File: src/sdpd_pkg.sv
// Shared types, widths and codes for the straight-drive PD controller.
package sdpd_pkg;

  localparam int POS_WIDTH = 21;
  localparam int DIST_W    = 20;
  localparam int GAIN_W    = 16;
  localparam int LIM_W     = 15;
  localparam int TMO_W     = 16;
  localparam int VEL_W     = 17;
  localparam int TIME_W    = 32;
  localparam int DRIVE_W   = 16;

  localparam int AX_W      = (POS_WIDTH > DIST_W) ? POS_WIDTH : DIST_W;
  localparam int MUL_W     = DIST_W;
  localparam int PROD_W    = 2 * MUL_W;
  localparam int RAD_W     = 2 * DIST_W + 2;
  localparam int ROOT_W    = RAD_W / 2;
  localparam int SQ_REM_W  = ROOT_W + 3;
  localparam int SQ_CNT_W  = $clog2(ROOT_W);
  localparam int P_W       = GAIN_W + DIST_W;
  localparam int DIFF_W    = P_W + 1;
  localparam int SHIFT     = 10;
  localparam int RAW_W     = DIFF_W - SHIFT;

  localparam int CFG_IDX_W  = 3;
  localparam int CFG_DATA_W = DIST_W;

  localparam logic [GAIN_W-1:0] GAIN_P_RST = GAIN_W'(256);
  localparam logic [LIM_W-1:0]  EFFORT_RST = LIM_W'(25600);

  localparam logic OP_ARM  = 1'b0;
  localparam logic OP_TICK = 1'b1;

  typedef enum logic [CFG_IDX_W-1:0] {
    CFG_GAIN_P,
    CFG_GAIN_D,
    CFG_EFFORT,
    CFG_TIMEOUT,
    CFG_REVERSE,
    CFG_TARGET
  } cfg_reg_t;

  typedef enum logic [4:0] {
    S_IDLE,
    S_DIFF,
    S_SQ_X,
    S_SQ_Y,
    S_SQ_T,
    S_CMP,
    S_ROOT_D,
    S_VEL_X,
    S_VEL_Y,
    S_VEL_SUM,
    S_VEL_GO,
    S_ROOT_V,
    S_MUL_P,
    S_MUL_D,
    S_SUB,
    S_CLAMP,
    S_OUT
  } state_t;

  typedef struct packed {
    logic busy;
    logic done;
  } sq_stat_t;

endpackage

File: src/straight_drive_pd_controller_top.sv
// Straight-drive PD controller: sequencer, datapath and channel registers.
//
// Input channel (in_valid/in_ready) takes one item: operation 0 arms a new
// move and gives no result; operation 1 is a control tick and gives exactly
// one result (drive_command, finished) on the output channel.
// Configuration writes (cfg_valid/cfg_ready, cfg_index, cfg_data) are always
// taken; write them only while the block is idle.
// An arm item is handled in the idle state. A tick that ends on a far axis
// offset or on the timeout stops after the difference step; one that ends
// on the squared distance stops after the compare. A running tick takes the
// iterative square root of the distance, then of the speed if error is left;
// multiplies share one registered 20x20 multiplier, one product per cycle.
// The block handles one item at a time and drops in_ready while working.
// The result sits in an output register: a new item is taken while it waits,
// and the next result is held back until the receiver takes the old one.
// Reset loads the register defaults, clears the latched start point and
// time, and makes the first tick latch its own position and time.
module straight_drive_pd_controller_top (
  input  logic                                   clk,
  input  logic                                   rst,
  input  logic                                   in_valid,
  output logic                                   in_ready,
  input  logic                                   operation,
  input  logic signed [sdpd_pkg::POS_WIDTH-1:0]  pos_x,
  input  logic signed [sdpd_pkg::POS_WIDTH-1:0]  pos_y,
  input  logic signed [sdpd_pkg::VEL_W-1:0]      vel_x,
  input  logic signed [sdpd_pkg::VEL_W-1:0]      vel_y,
  input  logic [sdpd_pkg::TIME_W-1:0]            now_ms,
  output logic                                   out_valid,
  input  logic                                   out_ready,
  output logic signed [sdpd_pkg::DRIVE_W-1:0]    drive_command,
  output logic                                   finished,
  input  logic                                   cfg_valid,
  output logic                                   cfg_ready,
  input  logic [sdpd_pkg::CFG_IDX_W-1:0]         cfg_index,
  input  logic [sdpd_pkg::CFG_DATA_W-1:0]        cfg_data
);

  // configuration
  logic [sdpd_pkg::GAIN_W-1:0] gain_p;
  logic [sdpd_pkg::GAIN_W-1:0] gain_d;
  logic [sdpd_pkg::LIM_W-1:0]  effort_limit;
  logic [sdpd_pkg::TMO_W-1:0]  timeout_limit_ms;
  logic                        reverse;
  logic [sdpd_pkg::DIST_W-1:0] target_distance;

  // move state
  logic signed [sdpd_pkg::POS_WIDTH-1:0] start_x;
  logic signed [sdpd_pkg::POS_WIDTH-1:0] start_y;
  logic [sdpd_pkg::TIME_W-1:0]           start_time;
  logic                                  pending;

  // item and working registers
  logic signed [sdpd_pkg::POS_WIDTH-1:0] pos_x_r;
  logic signed [sdpd_pkg::POS_WIDTH-1:0] pos_y_r;
  logic signed [sdpd_pkg::VEL_W-1:0]     vel_x_r;
  logic signed [sdpd_pkg::VEL_W-1:0]     vel_y_r;
  logic [sdpd_pkg::TIME_W-1:0]           now_r;
  logic [sdpd_pkg::DIST_W-1:0]           ax_r;
  logic [sdpd_pkg::DIST_W-1:0]           ay_r;
  logic [sdpd_pkg::RAD_W-1:0]            acc;
  logic [sdpd_pkg::DIST_W-1:0]           err_r;
  logic [sdpd_pkg::VEL_W-1:0]            speed_r;
  logic signed [sdpd_pkg::RAW_W-1:0]     raw_r;
  logic signed [sdpd_pkg::DRIVE_W-1:0]   res_drive;
  logic                                  res_fin;

  sdpd_pkg::state_t state;
  sdpd_pkg::state_t state_next;

  logic in_acc;
  logic out_load;

  // shared units
  logic [sdpd_pkg::MUL_W-1:0]  mul_a;
  logic [sdpd_pkg::MUL_W-1:0]  mul_b;
  logic [sdpd_pkg::PROD_W-1:0] prod;
  logic                        sq_start;
  logic [sdpd_pkg::ROOT_W-1:0] sq_root;
  sdpd_pkg::sq_stat_t          sq_stat;

  // combinational datapath
  logic signed [sdpd_pkg::POS_WIDTH:0]   diff_x;
  logic signed [sdpd_pkg::POS_WIDTH:0]   diff_y;
  logic [sdpd_pkg::POS_WIDTH-1:0]        mag_x;
  logic [sdpd_pkg::POS_WIDTH-1:0]        mag_y;
  logic [sdpd_pkg::AX_W-1:0]             ax_c;
  logic [sdpd_pkg::AX_W-1:0]             ay_c;
  logic [sdpd_pkg::TIME_W-1:0]           elapsed;
  logic                                  quick_done;
  logic [sdpd_pkg::VEL_W-1:0]            vmag_x;
  logic [sdpd_pkg::VEL_W-1:0]            vmag_y;
  logic [sdpd_pkg::DIST_W-1:0]           err_c;
  logic [sdpd_pkg::DIFF_W-1:0]           diff_pd;
  logic signed [sdpd_pkg::RAW_W-1:0]     lim_s;
  logic signed [sdpd_pkg::RAW_W-1:0]     clamped;
  logic signed [sdpd_pkg::RAW_W-1:0]     drive_c;

  sdpd_mul u_mul (
    .clk  (clk),
    .a    (mul_a),
    .b    (mul_b),
    .prod (prod)
  );

  sdpd_sqrt u_sqrt (
    .clk      (clk),
    .rst      (rst),
    .start    (sq_start),
    .radicand (acc),
    .root     (sq_root),
    .stat     (sq_stat)
  );

  assign in_ready  = (state == sdpd_pkg::S_IDLE);
  assign in_acc    = in_valid && in_ready;
  assign cfg_ready = 1'b1;
  assign out_load  = (state == sdpd_pkg::S_OUT) && (!out_valid || out_ready);

  always_comb begin
    diff_x   = (sdpd_pkg::POS_WIDTH + 1)'(pos_x_r) - (sdpd_pkg::POS_WIDTH + 1)'(start_x);
    diff_y   = (sdpd_pkg::POS_WIDTH + 1)'(pos_y_r) - (sdpd_pkg::POS_WIDTH + 1)'(start_y);
    mag_x    = diff_x[sdpd_pkg::POS_WIDTH] ? sdpd_pkg::POS_WIDTH'(-diff_x)
                                           : sdpd_pkg::POS_WIDTH'(diff_x);
    mag_y    = diff_y[sdpd_pkg::POS_WIDTH] ? sdpd_pkg::POS_WIDTH'(-diff_y)
                                           : sdpd_pkg::POS_WIDTH'(diff_y);
    ax_c     = sdpd_pkg::AX_W'(mag_x);
    ay_c     = sdpd_pkg::AX_W'(mag_y);
    elapsed  = now_r - start_time;
    quick_done = (ax_c > sdpd_pkg::AX_W'(target_distance))
              || (ay_c > sdpd_pkg::AX_W'(target_distance))
              || (elapsed > sdpd_pkg::TIME_W'(timeout_limit_ms));
    vmag_x   = vel_x_r[sdpd_pkg::VEL_W-1] ? sdpd_pkg::VEL_W'(-vel_x_r)
                                          : sdpd_pkg::VEL_W'(vel_x_r);
    vmag_y   = vel_y_r[sdpd_pkg::VEL_W-1] ? sdpd_pkg::VEL_W'(-vel_y_r)
                                          : sdpd_pkg::VEL_W'(vel_y_r);
    err_c    = target_distance - sq_root[sdpd_pkg::DIST_W-1:0];
    // p - d wraps into a two's complement word; the high bits are floor(/1024)
    diff_pd  = sdpd_pkg::DIFF_W'(acc) - sdpd_pkg::DIFF_W'(prod);
    lim_s    = $signed(sdpd_pkg::RAW_W'(effort_limit));
    if (raw_r > lim_s) begin
      clamped = lim_s;
    end else if (raw_r < -lim_s) begin
      clamped = -lim_s;
    end else begin
      clamped = raw_r;
    end
    drive_c  = reverse ? -clamped : clamped;
  end

  // sequencer
  always_ff @(posedge clk) begin
    if (rst) begin
      state <= sdpd_pkg::S_IDLE;
    end else begin
      state <= state_next;
    end
  end

  always_comb begin
    state_next = state;
    sq_start   = 1'b0;
    mul_a      = '0;
    mul_b      = '0;
    case (state)
      sdpd_pkg::S_IDLE: begin
        if (in_acc && operation == sdpd_pkg::OP_TICK) begin
          state_next = sdpd_pkg::S_DIFF;
        end
      end
      sdpd_pkg::S_DIFF: begin
        state_next = quick_done ? sdpd_pkg::S_OUT : sdpd_pkg::S_SQ_X;
      end
      sdpd_pkg::S_SQ_X: begin
        mul_a      = ax_r;
        mul_b      = ax_r;
        state_next = sdpd_pkg::S_SQ_Y;
      end
      sdpd_pkg::S_SQ_Y: begin
        mul_a      = ay_r;
        mul_b      = ay_r;
        state_next = sdpd_pkg::S_SQ_T;
      end
      sdpd_pkg::S_SQ_T: begin
        mul_a      = target_distance;
        mul_b      = target_distance;
        state_next = sdpd_pkg::S_CMP;
      end
      sdpd_pkg::S_CMP: begin
        if (acc > sdpd_pkg::RAD_W'(prod)) begin
          state_next = sdpd_pkg::S_OUT;
        end else begin
          sq_start   = 1'b1;
          state_next = sdpd_pkg::S_ROOT_D;
        end
      end
      sdpd_pkg::S_ROOT_D: begin
        if (sq_stat.done) begin
          state_next = (err_c == '0) ? sdpd_pkg::S_CLAMP : sdpd_pkg::S_VEL_X;
        end
      end
      sdpd_pkg::S_VEL_X: begin
        mul_a      = sdpd_pkg::MUL_W'(vmag_x);
        mul_b      = sdpd_pkg::MUL_W'(vmag_x);
        state_next = sdpd_pkg::S_VEL_Y;
      end
      sdpd_pkg::S_VEL_Y: begin
        mul_a      = sdpd_pkg::MUL_W'(vmag_y);
        mul_b      = sdpd_pkg::MUL_W'(vmag_y);
        state_next = sdpd_pkg::S_VEL_SUM;
      end
      sdpd_pkg::S_VEL_SUM: begin
        state_next = sdpd_pkg::S_VEL_GO;
      end
      sdpd_pkg::S_VEL_GO: begin
        sq_start   = 1'b1;
        state_next = sdpd_pkg::S_ROOT_V;
      end
      sdpd_pkg::S_ROOT_V: begin
        if (sq_stat.done) begin
          state_next = sdpd_pkg::S_MUL_P;
        end
      end
      sdpd_pkg::S_MUL_P: begin
        mul_a      = sdpd_pkg::MUL_W'(gain_p);
        mul_b      = err_r;
        state_next = sdpd_pkg::S_MUL_D;
      end
      sdpd_pkg::S_MUL_D: begin
        mul_a      = sdpd_pkg::MUL_W'(gain_d);
        mul_b      = sdpd_pkg::MUL_W'(speed_r);
        state_next = sdpd_pkg::S_SUB;
      end
      sdpd_pkg::S_SUB: begin
        state_next = sdpd_pkg::S_CLAMP;
      end
      sdpd_pkg::S_CLAMP: begin
        state_next = sdpd_pkg::S_OUT;
      end
      sdpd_pkg::S_OUT: begin
        if (!out_valid || out_ready) begin
          state_next = sdpd_pkg::S_IDLE;
        end
      end
      default: begin
        state_next = sdpd_pkg::S_IDLE;
      end
    endcase
  end

  // configuration registers
  always_ff @(posedge clk) begin
    if (rst) begin
      gain_p           <= sdpd_pkg::GAIN_P_RST;
      gain_d           <= '0;
      effort_limit     <= sdpd_pkg::EFFORT_RST;
      timeout_limit_ms <= '0;
      reverse          <= 1'b0;
      target_distance  <= '0;
    end else if (cfg_valid && cfg_ready) begin
      case (cfg_index)
        sdpd_pkg::CFG_GAIN_P:  gain_p           <= cfg_data[sdpd_pkg::GAIN_W-1:0];
        sdpd_pkg::CFG_GAIN_D:  gain_d           <= cfg_data[sdpd_pkg::GAIN_W-1:0];
        sdpd_pkg::CFG_EFFORT:  effort_limit     <= cfg_data[sdpd_pkg::LIM_W-1:0];
        sdpd_pkg::CFG_TIMEOUT: timeout_limit_ms <= cfg_data[sdpd_pkg::TMO_W-1:0];
        sdpd_pkg::CFG_REVERSE: reverse          <= cfg_data[0];
        sdpd_pkg::CFG_TARGET:  target_distance  <= cfg_data[sdpd_pkg::DIST_W-1:0];
        default: begin
        end
      endcase
    end
  end

  // move state: arm sets pending, the next tick latches the start point
  always_ff @(posedge clk) begin
    if (rst) begin
      start_x    <= '0;
      start_y    <= '0;
      start_time <= '0;
      pending    <= 1'b1;
    end else if (in_acc) begin
      if (operation == sdpd_pkg::OP_ARM) begin
        pending <= 1'b1;
      end else if (pending) begin
        start_x    <= pos_x;
        start_y    <= pos_y;
        start_time <= now_ms;
        pending    <= 1'b0;
      end
    end
  end

  // working datapath
  always_ff @(posedge clk) begin
    case (state)
      sdpd_pkg::S_IDLE: begin
        if (in_acc) begin
          pos_x_r <= pos_x;
          pos_y_r <= pos_y;
          vel_x_r <= vel_x;
          vel_y_r <= vel_y;
          now_r   <= now_ms;
        end
      end
      sdpd_pkg::S_DIFF: begin
        ax_r      <= ax_c[sdpd_pkg::DIST_W-1:0];
        ay_r      <= ay_c[sdpd_pkg::DIST_W-1:0];
        // preset the finished result; a running tick overwrites it
        res_drive <= '0;
        res_fin   <= 1'b1;
      end
      sdpd_pkg::S_SQ_Y: begin
        acc <= sdpd_pkg::RAD_W'(prod);
      end
      sdpd_pkg::S_SQ_T: begin
        acc <= acc + sdpd_pkg::RAD_W'(prod);
      end
      sdpd_pkg::S_ROOT_D: begin
        if (sq_stat.done) begin
          err_r <= err_c;
          raw_r <= '0;
        end
      end
      sdpd_pkg::S_VEL_Y: begin
        acc <= sdpd_pkg::RAD_W'(prod);
      end
      sdpd_pkg::S_VEL_SUM: begin
        acc <= acc + sdpd_pkg::RAD_W'(prod);
      end
      sdpd_pkg::S_ROOT_V: begin
        if (sq_stat.done) begin
          speed_r <= sq_root[sdpd_pkg::VEL_W-1:0];
        end
      end
      sdpd_pkg::S_MUL_D: begin
        acc <= sdpd_pkg::RAD_W'(prod);
      end
      sdpd_pkg::S_SUB: begin
        raw_r <= $signed(diff_pd[sdpd_pkg::DIFF_W-1:sdpd_pkg::SHIFT]);
      end
      sdpd_pkg::S_CLAMP: begin
        res_drive <= sdpd_pkg::DRIVE_W'(drive_c);
        res_fin   <= 1'b0;
      end
      default: begin
      end
    endcase
  end

  // output register
  always_ff @(posedge clk) begin
    if (rst) begin
      out_valid <= 1'b0;
    end else if (out_load) begin
      out_valid <= 1'b1;
    end else if (out_ready) begin
      out_valid <= 1'b0;
    end
  end

  always_ff @(posedge clk) begin
    if (out_load) begin
      drive_command <= res_drive;
      finished      <= res_fin;
    end
  end

  a_fin_zero: assert property (@(posedge clk) disable iff (rst)
    out_valid && finished |-> drive_command == '0)
    else $error("finished result with nonzero drive");

  a_sq_idle: assert property (@(posedge clk) disable iff (rst)
    sq_start |-> !sq_stat.busy)
    else $error("square root started while busy");

  a_tick_latch: assert property (@(posedge clk) disable iff (rst)
    in_acc && operation == sdpd_pkg::OP_TICK |=> !pending)
    else $error("start point not latched on tick");

  a_out_src: assert property (@(posedge clk) disable iff (rst)
    $rose(out_valid) |-> $past(state == sdpd_pkg::S_OUT))
    else $error("result loaded outside output state");

endmodule

File: src/sdpd_mul.sv
// Shared unsigned multiplier with a registered product.
module sdpd_mul (
  input  logic                         clk,
  input  logic [sdpd_pkg::MUL_W-1:0]   a,
  input  logic [sdpd_pkg::MUL_W-1:0]   b,
  output logic [sdpd_pkg::PROD_W-1:0]  prod
);

  always_ff @(posedge clk) begin
    prod <= sdpd_pkg::PROD_W'(a) * sdpd_pkg::PROD_W'(b);
  end

endmodule

File: src/sdpd_sqrt.sv
// Iterative integer square root, one result bit per cycle.
module sdpd_sqrt (
  input  logic                          clk,
  input  logic                          rst,
  input  logic                          start,
  input  logic [sdpd_pkg::RAD_W-1:0]    radicand,
  output logic [sdpd_pkg::ROOT_W-1:0]   root,
  output sdpd_pkg::sq_stat_t            stat
);

  logic [sdpd_pkg::RAD_W-1:0]    rad;
  logic [sdpd_pkg::SQ_REM_W-1:0] rem;
  logic [sdpd_pkg::ROOT_W-1:0]   q;
  logic [sdpd_pkg::SQ_CNT_W-1:0] cnt;
  logic                          busy;
  logic                          done;

  logic [sdpd_pkg::SQ_REM_W-1:0] rem_sh;
  logic [sdpd_pkg::SQ_REM_W-1:0] trial;
  logic [sdpd_pkg::SQ_REM_W-1:0] rem_next;
  logic [sdpd_pkg::ROOT_W-1:0]   q_next;

  always_comb begin
    // bring down the next two radicand bits
    rem_sh = {rem[sdpd_pkg::SQ_REM_W-3:0], rad[sdpd_pkg::RAD_W-1 -: 2]};
    trial  = sdpd_pkg::SQ_REM_W'({q, 2'b01});
    if (rem_sh >= trial) begin
      rem_next = rem_sh - trial;
      q_next   = {q[sdpd_pkg::ROOT_W-2:0], 1'b1};
    end else begin
      rem_next = rem_sh;
      q_next   = {q[sdpd_pkg::ROOT_W-2:0], 1'b0};
    end
  end

  always_ff @(posedge clk) begin
    if (rst) begin
      busy <= 1'b0;
      done <= 1'b0;
      cnt  <= '0;
    end else begin
      done <= 1'b0;
      if (start) begin
        busy <= 1'b1;
        cnt  <= '0;
      end else if (busy) begin
        cnt <= cnt + 1'b1;
        if (cnt == sdpd_pkg::SQ_CNT_W'(sdpd_pkg::ROOT_W - 1)) begin
          busy <= 1'b0;
          done <= 1'b1;
        end
      end
    end
  end

  always_ff @(posedge clk) begin
    if (start) begin
      rad <= radicand;
      rem <= '0;
      q   <= '0;
    end else if (busy) begin
      rad <= {rad[sdpd_pkg::RAD_W-3:0], 2'b00};
      rem <= rem_next;
      q   <= q_next;
    end
  end

  assign root      = q;
  assign stat.busy = busy;
  assign stat.done = done;

endmodule

File: config.mk
export PLATFORM = sky130hd
export DESIGN_NAME = straight_drive_pd_controller_top
export DESIGN_NICKNAME = d
export VERILOG_FILES = /design/src/sdpd_pkg.sv /design/src/straight_drive_pd_controller_top.sv /design/src/sdpd_mul.sv /design/src/sdpd_sqrt.sv
export SDC_FILE = /design/constraint.sdc
export NUM_CORES = 2
export LEC_CHECK = 0
export BUFFER_PORTS_ARGS = -buffer_cell sky130_fd_sc_hd__buf_2
export CORE_ASPECT_RATIO = 0.6
export CORE_UTILIZATION = 64
export DETAILED_ROUTE_END_ITERATION = 16
export GPL_TIMING_DRIVEN = 0
export PLACE_DENSITY = 0.82
export SLEW_MARGIN = 5
export SYNTH_ARGS = -nofsm -noshare
export SYNTH_HDL_FRONTEND = slang
export SYNTH_SLANG_ARGS = --single-unit
export TNS_END_PERCENT = 10
File: constraint.sdc
create_clock -name clk -period 11.21 [get_ports clk]
set_input_delay 2.242 -clock clk [delete_from_list [all_inputs] [get_ports clk]]
set_output_delay 2.242 -clock clk [all_outputs]
set_load 0.01 [all_outputs]
; ---- Word level (Yosys, flattened, before mapping)
; Cells that the tools add are included.
; W data, S select, Z words.
[totals]
reg_bits = 585
romBits = 0
memories = 0
latchBits = 0
ramBits = 0
word_cells = 149
[classes]
magnitude_cmp = 7
bitwise_logic = 1
addsub = 14
reduce_logical = 31
shifts = 0
n_eq_ne = 26
mux = 35
n_mul = 1
n_div = 0
[ops]
columns = cell, count
row1 = $pmux W20 S7, 2
row2 = $pmux W5 S17, 1
row3 = $mux W42, 2
row4 = $pmux W42 S2, 1
row5 = $pmux W27 S2, 1
row6 = $mux W16, 3
row7 = $sub A21 B21 Y22, 2
row8 = $add A42 B40 Y42, 1
row9 = $gt A21 B20 Y1, 2
row10 = $gt A42 B40 Y1, 1
row11 = $mux W21, 2
row12 = $neg A21 Y21, 2
row13 = $eq A5 B4 Y1 const B, 8
row14 = $mul A20 B20 Y40, 1
row15 = $sub A37 B37 Y37, 1
row16 = $mux W17, 2
row17 = $neg A17 Y17, 2
row18 = $gt A32 B16 Y1, 1
row19 = $pmux W16 S2, 1
row20 = $sub A32 B32 Y32, 1
row21 = $mux W5, 6
row22 = $gt A27 B16 Y1, 1
row23 = $lt A27 B27 Y1, 1
row24 = $mux W27, 1
row25 = other kinds (31), 69

; ---- Longest topological paths before layout
[logic_depth]
word_depth = 8
mapped_depth = 38

; ---- Modules after synthesis
; A second synthesis with hierarchy kept.
[unflattened]
hier_cells = 5440
hier_area_um2 = 49277.3
[modules_own_cells]
columns = mod, instances, area_per_inst_um2, cells_per_inst
row1 = straight_drive_pd_controller_top, 1, 29666.0, 3318
row2 = sdpd_mul, 1, 14437.6, 1601
row3 = sdpd_sqrt, 1, 5173.7, 521

; ---- Worst setup path before layout
; No wires, ideal clock.
[synth_timing]
path_kind = reg-to-reg
from = reg vel_y_r[2] (netlist name)
to = reg u_mul.prod[36] (netlist name)
t_required_ns = 11.089
stages_incl_launch_ff = 35
n_path_buf = 1
slack_ns = 1.936
t_arrival_ns = 9.153
path_cell_list = edfxtp_1 or3_1 or3b_2 or2_2 o41ai_1 xnor2_1 nand2_1 o2111ai_1 a221oi_2 buf_2 nor2_1 fa_1 inv_1 fa_1 fa_1 inv_1 fa_1 fa_1 fa_1 inv_1 fa_1 inv_1 ha_1 a21o_1 a21oi_1 o21ai_0 a221oi_1 a2bb2oi_1 o21ai_0 o21a_1 o21a_1 o31a_1 o31a_1 mux2i_1 nand2_1
[synth_between]
elab_chain_len = 4
[synth_lines]
columns = element, line_no
row1 = "start, declared", straight_drive_pd_controller_top.sv:57  ; logic signed [sdpd_pkg::VEL_W-1:0] vel_y_r;
row2 = "start signal, assigned", straight_drive_pd_controller_top.sv:301  ; vel_y_r <= vel_y;
row3 = $neg A17 Y17, straight_drive_pd_controller_top.sv:135  ; vmag_y = vel_y_r[sdpd_pkg::VEL_W-1] ? sdpd_pkg::VEL_W'(-vel_y_r)
row4 = $mux W17 (*), straight_drive_pd_controller_top.sv:135
row5 = $pmux W20 S7, straight_drive_pd_controller_top.sv:165  ; case (state)
row6 = $mul A20 B20 Y40 (*), sdpd_mul.sv:10  ; prod <= sdpd_pkg::PROD_W'(a) * sdpd_pkg::PROD_W'(b);
row7 = "end signal, assigned", sdpd_mul.sv:10
row8 = "end, declared", sdpd_mul.sv:6  ; output logic [sdpd_pkg::PROD_W-1:0] prod
; Mark *: on every way between the ends. The rest lies on a longest branch, timed or not.
; A chain may end at the register's enable or synchronous reset.

; ---- Worst setup path after layout
[layout_timing]
from = reg vel_y_r[2] (netlist name)
to = reg u_mul.prod[39] (netlist name)
; The elaborated chain is that of the path after synthesis.

==> impl_metrics.ini <==
[placement]
placed_cell_area_sq_um = 50500
hpwl_um = 118000
io_buffers = 154
dpl.cell_count = 6539
place.gp.congestion = 1.08
post-place-ws_ps = 85.1

[setup_path]
endpoint_kind = flop
startpoint = vel_y_r[2]
cp.required_ps = 11730
ff2ff_path_depth = 34
reg2reg_from = vel_y_r[2]
cp_num_cells = 34
critPathBufInv = 6
r2r_slack_ps = 360
cpPeakStageDelay_ps = 690
r2r_end = u_mul.prod[39]
cp.arrival_ps = 11370
startpoint_type = flop
path_delay_family = adder cells
crit_end = u_mul.prod[39]
cpMostUsedCell = fa_1
worst-path-max-fanout = 10
path_class = flop to flop
critPathSlowestCell = clkbuf_1

[sta]
fin_ws_ps = 362
finalSetupViolCount = 0
fin_skew_ps = 74.1
final_max_slew_viol_count = 0
post-route-period-util_pct = 96.8
holdWs_ps = 416
rsz0062_at_grt = no
min_period_ps = 10850
fmax_ghz = 0.0922
relSlewSlack_pct = 7.54
worst_pin_slew_ps = 1390
finalHoldViolCount = 0

[global_route]
track_usage_pct = 38.4
antenna_found_initial = 7
grt-ovfl-total = 0
grt_max_degree = 64
grt_pass1_vias = 38700
grt_pass1_wl_um = 225000

[route]
antenna_left = 0
finalWirelength_um = 148000
drtIter0Drc = 5010
vias = 40800
drc_errors = 0
via_per_inst = 6.14
drt-pass1-iter-count = 6
drt-wirelength-per-cell_um = 22.2

[clock_network]
cts_setup_buffers = 0
numClockSinks = 585
cts_buffers = 55
root_buffer = clkbuf_16
clkLatencyLatePin_ps = 670
hold_buffers = 0
cts_buffer_depth = 3
clk_pin_slew_worst_paths_ps = 70
cts_tree = done
htreeDepth = 2

[cells_and_area]
fin_cells = 6652
synthToLayoutAreaGrowth_pct = 8.83
register_area_sq_um = 15000
utilization_pct = 70.9
layout.nets = 6526
layout-drive-gt1-share_pct = 7.58
multi_input_area_sq_um = 29900
final_cell_area_sq_um = 52500
nFillCells = 5794

[synth]
synth_cell_types = 102
yosysMostFrequentCell = nand2_1
synth_common_cells = nand2_1 (728), inv_1 (691), nor2_1 (501)
yosysTopAreaCellShare_pct = 20.5
ys_ff_latch = 585
synth_ff_type = edfxtp_1
yosysWarnings = 0
netlist_area_sq_um = 48300
syn_inst = 5379
ys_seq_area_share_pct = 31.1
synth_edf_count = 330
synthArstFlopShare_pct = 0
ys_top_cells_by_area = edfxtp_1 (21%), fa_1 (13%), ha_1 (12%)
yosys.area.top_type = edfxtp_1
avgSynthCellArea_sq_um = 8.97
synth_fp_nets = 6291

[outcome]
outcome = completed

[power_and_ir_drop]
p_per_area_nw_per_um2 = 107
power.leakage_uw = 0.0220
peakVddDrop_v = 0.000134

[floorplanning]
fp-row-count = 77
core_region_area_sq_um = 74100
die_y_um = 215
fp.dieArea_sq_um = 76500
pin_count = 157
die_x_um = 356
initial_core_util_pct = 65.1

[flow_run]
cap_violations = 0

[min_path]
min_path_type = flop to flop
-- layer usage --
| metal | GRT usage (%) | up-vias | routed length, um |
|---|---|---|---|
| met5 | 0 | - | 8 |
| met4 | 10.6 | 2 | 4320 |
| met3 | 15.1 | 247 | 21900 |
| met2 | 53.0 | 2346 | 58800 |
| met1 | 55.5 | 19500 | 62800 |
| li1 | - | 18700 | - |
-- area by class of cell --
| cell class | count | share of cell area (%) |
|---|---|---|
| buffer | 222 | 1.69 |
| tap | 987 | 2.35 |
| multi-input combinational | 3877 | 56.9 |
| clock inverter | 25 | 0.577 |
| antenna | 6 | 0.0286 |
| timing repair buffer | 179 | 1.87 |
| inverter | 694 | 4.96 |
| clock buffer | 77 | 3.06 |
| sequential | 585 | 28.6 |
-- power by group --
| part | internal (uW) | switching, uW |
|---|---|---|
| clock network | 1100 | 881 |
| registers | 2390 | 63.1 |
| logic | 461 | 739 |
| total | 3950 | 1680 |
-- registers in the layout (all words and copies together), names as in the netlist, 17 cells and up --
| name | flops |
|---|---|
| start_y | 21 |
| now_r | 32 |
| pos_x_r | 21 |
| raw_r | 27 |
| u_mul.prod | 40 |
| u_sqrt.root | 21 |
| u_sqrt.rad | 42 |
| target_distance | 20 |
| vel_y_r | 17 |
| err_r | 20 |
| ay_r | 20 |
| pos_y_r | 21 |
| u_sqrt.rem | 22 |
| start_x | 21 |
| speed_r | 17 |
| acc | 42 |
| start_time | 32 |
| vel_x_r | 17 |
| ax_r | 20 |
-- kinds of logic after synthesis --
| logic type | after synthesis | synth area share (%) |
|---|---|---|
| other | 1 | 0.00777 |
| flip-flops | 585 | 31.1 |
| multiplexers | 94 | 2.06 |
| AO/OA/AOI/OAI | 1059 | 14.2 |
| adder cells (fa/ha/maj) | 775 | 25.2 |
| AND/OR/NAND/NOR | 1680 | 15.4 |
| buffers and inverters | 917 | 7.20 |
| XOR/XNOR | 268 | 4.86 |
-- cell usage in the layout (no fill, tap or decap), types with 51 or more instances in the layout --
cell       synthesis  final
inv_1            691    690
fa_1             325    325
clkbuf_16          0     57
a21o_1            69     69
nand3_1           61     61
ha_1             450    450
o21ai_0          154    154
xnor2_1          203    203
buf_2             21    182
nor2_1           501    499
nor3_1            76     74
mux2i_1           51     51
xor2_1            65     65
dfxtp_1          255    255
clkbuf_1         194    191
edfxtp_1         330    330
nand2_1          728    728
a21oi_1          402    402
-- through the flow --
step	total power, uW	setup TNS, ps
final	5640	0
after global routing	5850	0
after CTS	5610	0
after detailed placement	3660	0
after global placement	3630	-108
after floorplan	3320	0
-- what timing repair did --
item,CTS,global route
resized for setup,1,28
gates cloned,0,0
setup endpoints to repair,1,4
pin swaps,0,0
-- how the worst min path moves through the flow --
| stage | startpoint | to | slack, ps | cells past startpoint |
|---|---|---|---|---|
| after floorplan | res_drive[0] | drive_command[0] | 400 | 0 |
| after global placement | res_drive[11] | drive_command[11] | 400 | 0 |
| after detailed placement | res_drive[11] | drive_command[11] | 410 | 0 |
| after CTS | res_drive[6] | drive_command[6] | 420 | 0 |
| after global routing | res_drive[6] | drive_command[6] | 430 | 0 |
| final | res_drive[6] | drive_command[6] | 420 | 0 |
-- worst reg2reg max path: cells and delay by family (launching register included) --
kind / cells / cell delay (ps)
fa+ha+maj: 8 / 4000
compound gates: 12 / 2930
simple gates: 6 / 2040
buf+inv: 6 / 970
flops: 1 / 460
xor+xnor: 2 / 300
Note: power is estimated with default switching activity, not from simulation.
